--- config.mk ---
export PLATFORM = sky130hd
export DESIGN_NAME = tcw_front
export DESIGN_NICKNAME = d
export VERILOG_FILES = /design/src/hw/rtl/tcw_pkg.sv /design/src/hw/rtl/tcw_front.sv
export SDC_FILE = /design/constraint.sdc
export NUM_CORES = 1
export LEC_CHECK = 0
export BUFFER_PORTS_ARGS = -buffer_cell sky130_fd_sc_hd__buf_2
export CAP_MARGIN = 20
export CORE_MARGIN = 1
export CORE_UTILIZATION = 28
export DETAILED_ROUTE_END_ITERATION = 8
export GPL_TIMING_DRIVEN = 0
export PLACE_DENSITY = 0.49
export SETUP_SLACK_MARGIN = 0.15
export SLEW_MARGIN = 40
export SYNTH_ARGS = -nofsm -noshare
export SYNTH_HDL_FRONTEND = slang
export SYNTH_SLANG_ARGS = --single-unit
--- constraint.sdc ---
create_clock -name clk -period 2.45 [get_ports clk]
set_input_delay 0.1225 -clock clk [delete_from_list [all_inputs] [get_ports clk]]
set_output_delay 0.1225 -clock clk [all_outputs]
set_load 0.03 [all_outputs]
--- src/hw/rtl/tcw_pkg.sv ---
package tcw_pkg;

	// default screen geometry
	localparam int COLS_DEF = 80;
	localparam int ROWS_DEF = 25;

	// field widths
	localparam int REQ_W    = 2;
	localparam int CHAR_W   = 8;
	localparam int COLOR_W  = 8;
	localparam int X_W      = 7;
	localparam int Y_W      = 5;
	localparam int CURSOR_W = 11;
	localparam int CELL_W   = CHAR_W + COLOR_W;

	// request types
	localparam logic [REQ_W-1:0] REQ_PUT   = 2'd0;
	localparam logic [REQ_W-1:0] REQ_WRITE = 2'd1;
	localparam logic [REQ_W-1:0] REQ_READ  = 2'd2;
	localparam logic [REQ_W-1:0] REQ_CLEAR = 2'd3;

	// console control characters
	localparam logic [CHAR_W-1:0] CH_NUL       = 8'h00;
	localparam logic [CHAR_W-1:0] CH_BACKSPACE = 8'h08;
	localparam logic [CHAR_W-1:0] CH_TAB       = 8'h09;
	localparam logic [CHAR_W-1:0] CH_NEWLINE   = 8'h0A;
	localparam logic [CHAR_W-1:0] CH_BLANK     = 8'h20;

	localparam logic [COLOR_W-1:0] RESET_COLOR = 8'h07;
	localparam int TAB_STEP = 4;

	// command queue between front and back
	localparam int QDEPTH = 2;
	localparam int QPTR_W = 1;
	localparam int QCNT_W = 2;

	typedef struct packed {
		logic [REQ_W-1:0]   req_type;
		logic [CHAR_W-1:0]  char_code;
		logic [COLOR_W-1:0] cell_color;
		logic [X_W-1:0]     col_x;
		logic [Y_W-1:0]     row_y;
	} req_t;

	typedef struct packed {
		logic [CURSOR_W-1:0] cursor_index;
		logic [CHAR_W-1:0]   read_char;
	} res_t;

	typedef enum logic [2:0] {
		OP_NOP,
		OP_PRINT,
		OP_NEWLINE,
		OP_BACKSPACE,
		OP_TAB,
		OP_WRITE,
		OP_READ,
		OP_CLEAR
	} op_t;

	typedef struct packed {
		op_t                op;
		logic [CHAR_W-1:0]  char_code;
		logic [COLOR_W-1:0] cell_color;
		logic [X_W-1:0]     col_x;
		logic [Y_W-1:0]     row_y;
	} q_entry_t;

	typedef enum logic [2:0] {
		BS_INIT,
		BS_IDLE,
		BS_READ,
		BS_SCROLL,
		BS_CLEAR
	} back_state_t;

endpackage

--- src/hw/rtl/tcw_front.sv ---
module tcw_front #(
	parameter int COLS = tcw_pkg::COLS_DEF,
	parameter int ROWS = tcw_pkg::ROWS_DEF
) (
	input  logic              clk,
	input  logic              arst_n,
	input  logic              start,
	input  tcw_pkg::req_t     req,
	input  logic              init_busy,
	output logic              busy,
	input  logic              pop,
	output logic              ent_valid,
	output tcw_pkg::q_entry_t ent
);

	tcw_pkg::q_entry_t              ent_q [tcw_pkg::QDEPTH];
	logic [tcw_pkg::QPTR_W-1:0]     wr_ptr_q;
	logic [tcw_pkg::QPTR_W-1:0]     rd_ptr_q;
	logic [tcw_pkg::QCNT_W-1:0]     count_q;
	tcw_pkg::q_entry_t              new_ent;
	logic                           push;
	logic                           do_pop;
	logic                           in_range;

	assign busy      = (count_q == tcw_pkg::QCNT_W'(tcw_pkg::QDEPTH)) || init_busy;
	assign push      = start && !busy;
	assign ent_valid = (count_q != '0);
	assign do_pop    = pop && ent_valid;
	assign ent       = ent_q[rd_ptr_q];
	assign in_range  = (int'(req.col_x) < COLS) && (int'(req.row_y) < ROWS);

	// classify the request so the back end only executes
	always_comb begin
		new_ent.char_code  = req.char_code;
		new_ent.cell_color = req.cell_color;
		new_ent.col_x      = req.col_x;
		new_ent.row_y      = req.row_y;
		new_ent.op         = tcw_pkg::OP_NOP;
		unique case (req.req_type)
			tcw_pkg::REQ_PUT: begin
				unique case (req.char_code)
					tcw_pkg::CH_NUL:       new_ent.op = tcw_pkg::OP_NOP;
					tcw_pkg::CH_NEWLINE:   new_ent.op = tcw_pkg::OP_NEWLINE;
					tcw_pkg::CH_BACKSPACE: new_ent.op = tcw_pkg::OP_BACKSPACE;
					tcw_pkg::CH_TAB:       new_ent.op = tcw_pkg::OP_TAB;
					default:               new_ent.op = tcw_pkg::OP_PRINT;
				endcase
			end
			tcw_pkg::REQ_WRITE: new_ent.op = in_range ? tcw_pkg::OP_WRITE : tcw_pkg::OP_NOP;
			tcw_pkg::REQ_READ:  new_ent.op = in_range ? tcw_pkg::OP_READ : tcw_pkg::OP_NOP;
			default:            new_ent.op = tcw_pkg::OP_CLEAR;
		endcase
	end

	always_ff @(posedge clk) begin
		if (push) begin
			ent_q[wr_ptr_q] <= new_ent;
		end
	end

	always_ff @(posedge clk or negedge arst_n) begin
		if (!arst_n) begin
			wr_ptr_q <= '0;
			rd_ptr_q <= '0;
			count_q  <= '0;
		end else begin
			if (push) begin
				wr_ptr_q <= wr_ptr_q + 1'b1;
			end
			if (do_pop) begin
				rd_ptr_q <= rd_ptr_q + 1'b1;
			end
			if (push && !do_pop) begin
				count_q <= count_q + 1'b1;
			end else if (!push && do_pop) begin
				count_q <= count_q - 1'b1;
			end
		end
	end

endmodule

Yosys cells after proc, flatten, opt, wreduce, memory -nomap -nowiden --
Memory sizes are Yosys's and may differ from the RTL's. Cells that the tools add are included.
Storage, ports and cells: bits in writable memories 62, output and inout port bits 33, memories kept 1, flip-flop bits (word level) 4, input port bits 35, word-level logic and storage cells 37
Cells by class: $add $sub $neg 4, reduce and logical (&&, ||, !) cells 13, multiplexer cells 8, order comparisons 2, eq/ne operators 6
Memories:
- ent_q | depth 2, bits a word 31, rd ports 1, clocked after Yosys merged registers in 0, wr ports 1, line tcw_front.sv:16 | tcw_pkg::q_entry_t ent_q [tcw_pkg::QDEPTH];
Operator list (count):
- $eq A8 B4 Y1 const B | 3
- $pmux W3 S4 | 1
- $pmux W3 S3 | 1
- $logic_not A8 Y1 | 1
- $lt A7 B7 Y1 const B | 1
- $mux W3 | 2
- $logic_and A1 B1 Y1 | 5
- $lt A5 B5 Y1 const B | 1
- $eq A2 B2 Y1 const B | 2
- $mux W2 | 2
- $reduce_bool A2 Y1 | 2
- $logic_not A1 Y1 | 3
- $add A1 B1 Y1 const B | 2
- $add A2 B1 Y2 const B | 1
- $eq A2 B1 Y1 const B | 1
- $logic_not A2 Y1 | 1
- $mux W1 | 2
- $sub A2 B1 Y2 const B | 1
- $logic_or A1 B1 Y1 | 1

Logic depth before layout (Yosys ltp) --
word-level depth 8, mapped depth 7

Least setup slack after synthesis --
No wires, ideal clock.
path kind register to register, start point register count_q[1] in the netlist's numbering, end point memory ent_q[0][0] in the netlist's numbering (enable), cell stages (with the launch flop) 4, arrival 1918 ps, period minus slack after synthesis 2337 ps, setup slack 113 ps, required time 2031 ps, path buffers 0, path through dfrtp_1 inv_1 o211ai_1 nor2_1
Between the ends: cells in the longest elaborated chain, start to end 6
RTL lines:
- start: declaration | line tcw_front.sv:19 | logic [tcw_pkg::QCNT_W-1:0] count_q;
- start signal: assignment | line tcw_front.sv:74 | count_q <= count_q + 1'b1;
- start signal: assignment | line tcw_front.sv:76 | count_q <= count_q - 1'b1;
- $eq A2 B2 Y1 | line tcw_front.sv:25 | assign busy = (count_q == tcw_pkg::QCNT_W'(tcw_pkg::QDEPTH)) || init_busy;
- $logic_or A1 B1 Y1 | line tcw_front.sv:25
- $logic_not A1 Y1 | line tcw_front.sv:26 | assign push = start && !busy;
- $logic_and A1 B1 Y1 | line tcw_front.sv:26
- $mux W1 | line tcw_front.sv:56 | if (push) begin
- $mux W1 (implied by the code) | line tcw_front.sv:57 | ent_q[wr_ptr_q] <= new_ent;
- end: declaration | line tcw_front.sv:16
No other way between the ends.

==> results.md <==
- Biggest area consumer among synthesized cells: edfxtp_1
- Via density: 4.38
- CTS root buf: clkbuf_8
- Row count: 34
- Cells after Synth: 136
- Total Nets Final: 272
- Post-synthesis sequential area ratio: 0.755
- First-pass GRT wire length: 7980 µm
- CTS tree: yes
- First DRT Iteration DRCs: 50
- Failing checks: design-rule violations
- CP required: 2.33 ns
- Fin. max-slew vios: 0
- Initial Util: 0.294
- Crit Path Class: register to primary output
- DRT Wirelength: 5090 µm
- RSZ-0062 raised after global routing: false
- Routability Congestion: 0.627
- Clk sinks: 66
- Final Cell Area: 0.00350 mm²
- Antenna Cells: 0
- Port buffer count: 67
- Synth-to-layout area growth: 34.6%
- Core footprint: 0.00885 mm²
- Crit. End Element: primary output
- Peak Freq: 607 MHz
- Post-Syn Area per Cell: 19.1 µm²
- Critical path, cell by cell: buf_2, buf_6, mux2_2, buf_2
- Post-detail-place hpwl: 3360 µm
- Fillers: 868
- Worst-Margin Slew: 0.502 ns
- Max rail drop VDD: 0.512 mV
- Clock latency on the worst-skew pair: 0.33 ns
- Final Hold Fails: 0
- Die ar.: 0.00967 mm²
- CP max-delay cell: mux2_2
- Layout Utilization: 0.396
- Grt ovf: 0
- #FFs+latches synth: 66
- Reg clk slew, reported paths: 0.06 ns
- Routed via count: 1525
- Placed cell areas: 0.00313 mm²
- Total Routing Usage GR: 0.113
- Reg2Reg Depth: 5
- Area of the multi-input gates: 593 µm²
- WL met3: 311 µm
- Fin cells: 348
- Ports: 68
- Mapped Area: 0.00260 mm²
- Period utilisation layout: 0.673
- # setup viols final: 0
- Synth top area share: 0.716
- Top cells by area, synth: edfxtp_1 (72%), mux2_2 (12%), dfrtp_1 (3.8%)
- Worst path most repeated cell: buf_2
- Clk_skew: 0.00656 ns
- Top Metal Used: met4
- Mapped Nets: 172
- HP Start: req[2]
- Sequential cell area: 0.00196 mm²
- Routed WL per cell: 14.6 µm
- R2r setup slk: 0.82 ns
- TritonRoute pass-1 iters: 8
- Distinct cells, synth: 25
- DP Cell Count: 313
- Setup Buffers After CTS: 0
- Largest net degree at the start of global routing: 32
- Static leakage: 1.31 nW
- Vias in the first global route: 1621
- Setup crit start kind: register
- Worst hold slack: 0.0171 ns
- CTS buffer count: 9
- Most frequent cells in the layout: buf_2 (68), edfxtp_1 (62), mux2_2 (28)
- Crit Path Max Fanout: 10
- WHS Endpoint: ent_q[0][2]
- H-tree depth: 3
- Slew headroom: 0.662
- DRC: 7
- Initial antenna violation count: 0
- Met2 WL post-DR: 2380 µm
- Largest stage delay on the critical path: 0.35 ns
- Terminus of the critical flop-to-flop path: count_q[1]
- Type of the worst min-delay path: primary input to register
- Post-DRT Antenna Nets: 0
- Ys Warns: 0
- Die W: 98.4 µm
- Final Critical Period: 1.65 ns
- Commonest non-fill, non-tap cell in the layout: buf_2
- CP Data Arrival Time: 1.53 ns
- WHS Path Cells: 1
- Layout cells sized above 1: 0.488
- Max-Cap Viols: 0
- Worst r2r src: count_q[0]
- DRT met1 WL: 2290 µm
- Die extent in y: 98.4 µm
- Pwr dens: 1040 mW/mm²
- Clock tree buffer depth: 2
- Status: finished, violations left
-- report_power, final --
group          switching, mW  total [mW]  internal, mW  leakage [nW]
logic                  0.812        1.33         0.521         0.607
clock network          0.377       0.835         0.458        0.0906
registers             0.0539        1.47          1.42         0.613
-- synth_stat cells --
cell type	count
mux2_2	28
nor2b_1	1
a31oi_1	4
nand3_1	1
a21oi_1	2
buf_2	1
nor4_4	1
mux2_1	4
dfrtp_1	4
inv_1	5
o21a_1	1
nor4bb_1	1
buf_6	3
edfxtp_1	62
and3_1	1
nand2_1	1
xor2_1	1
o21ai_0	1
o311ai_2	1
or2_1	1
ha_1	1
o211ai_1	1
nor2_1	3
o21ai_1	1
xnor2_1	6
-- layout make-up --
class | count | share of cell area
well taps | 108 | 0.0386
clock buffers | 11 | 0.0375
repair buffers | 89 | 0.165
flip-flops and latches | 66 | 0.560
clock inverters | 4 | 0.0125
inverters | 5 | 0.00536
multi-input cells | 61 | 0.169
plain buffers | 4 | 0.0111
-- per-layer routing --
metal	vias up	GRT usage
met2	57	0.180
li1	724	-
met5	-	0
met4	0	0.0586
met3	10	0.0365
met1	734	0.137
-- state kept, by name (all words and copies together), names as in the netlist --
name      count
count_q       2
ent_q        62
wr_ptr_q      1
rd_ptr_q      1
-- critical path, delay by kind of cell (launching register included) --
kind	cells	cell delay (ns)
buffers and inverters	3	0.54
muxes	1	0.35
DFF	1	0.31
-- kinds of logic (layout without fill, tap and decap cells) --
logic type      count (synthesis)  count (layout)  synth area share
flops                          66              66             0.755
mux                            32              32             0.139
compound gates                 11              11            0.0294
simple gates                   10              10            0.0270
buf+inv                         9             113            0.0221
xor+xnor                        7               7            0.0236
fa+ha+maj                       1               1           0.00481
-- worst max-delay path by stage --
stage | to | from
2_1_floorplan | ent_q[0][0] | count_q[1]
3_3_place_gp | ent_q[0][15] | count_q[0]
3_5_place_dp | count_q[1] | count_q[0]
4_1_cts | ent[29] | rd_ptr_q
5_1_grt | count_q[1] | count_q[0]
6_report | ent[6] | rd_ptr_q
-- per-stage QoR --
stage          TNS, ns  worst slack (ns)  total power, mW
5_1_grt              0             0.708             3.84
3_5_place_dp         0             0.838             2.83
3_3_place_gp     -2.60           -0.0865             2.80
2_1_floorplan        0             0.616             2.44
4_1_cts              0             0.748             3.71
6_report             0             0.801             3.64
-- timing repair --
item | CTS | global route
resized for setup | 0 | 0
hold endpoints to repair | 42 | 0
hold buffers | 20 | 0
Note: power is estimated with default switching activity, not from simulation.
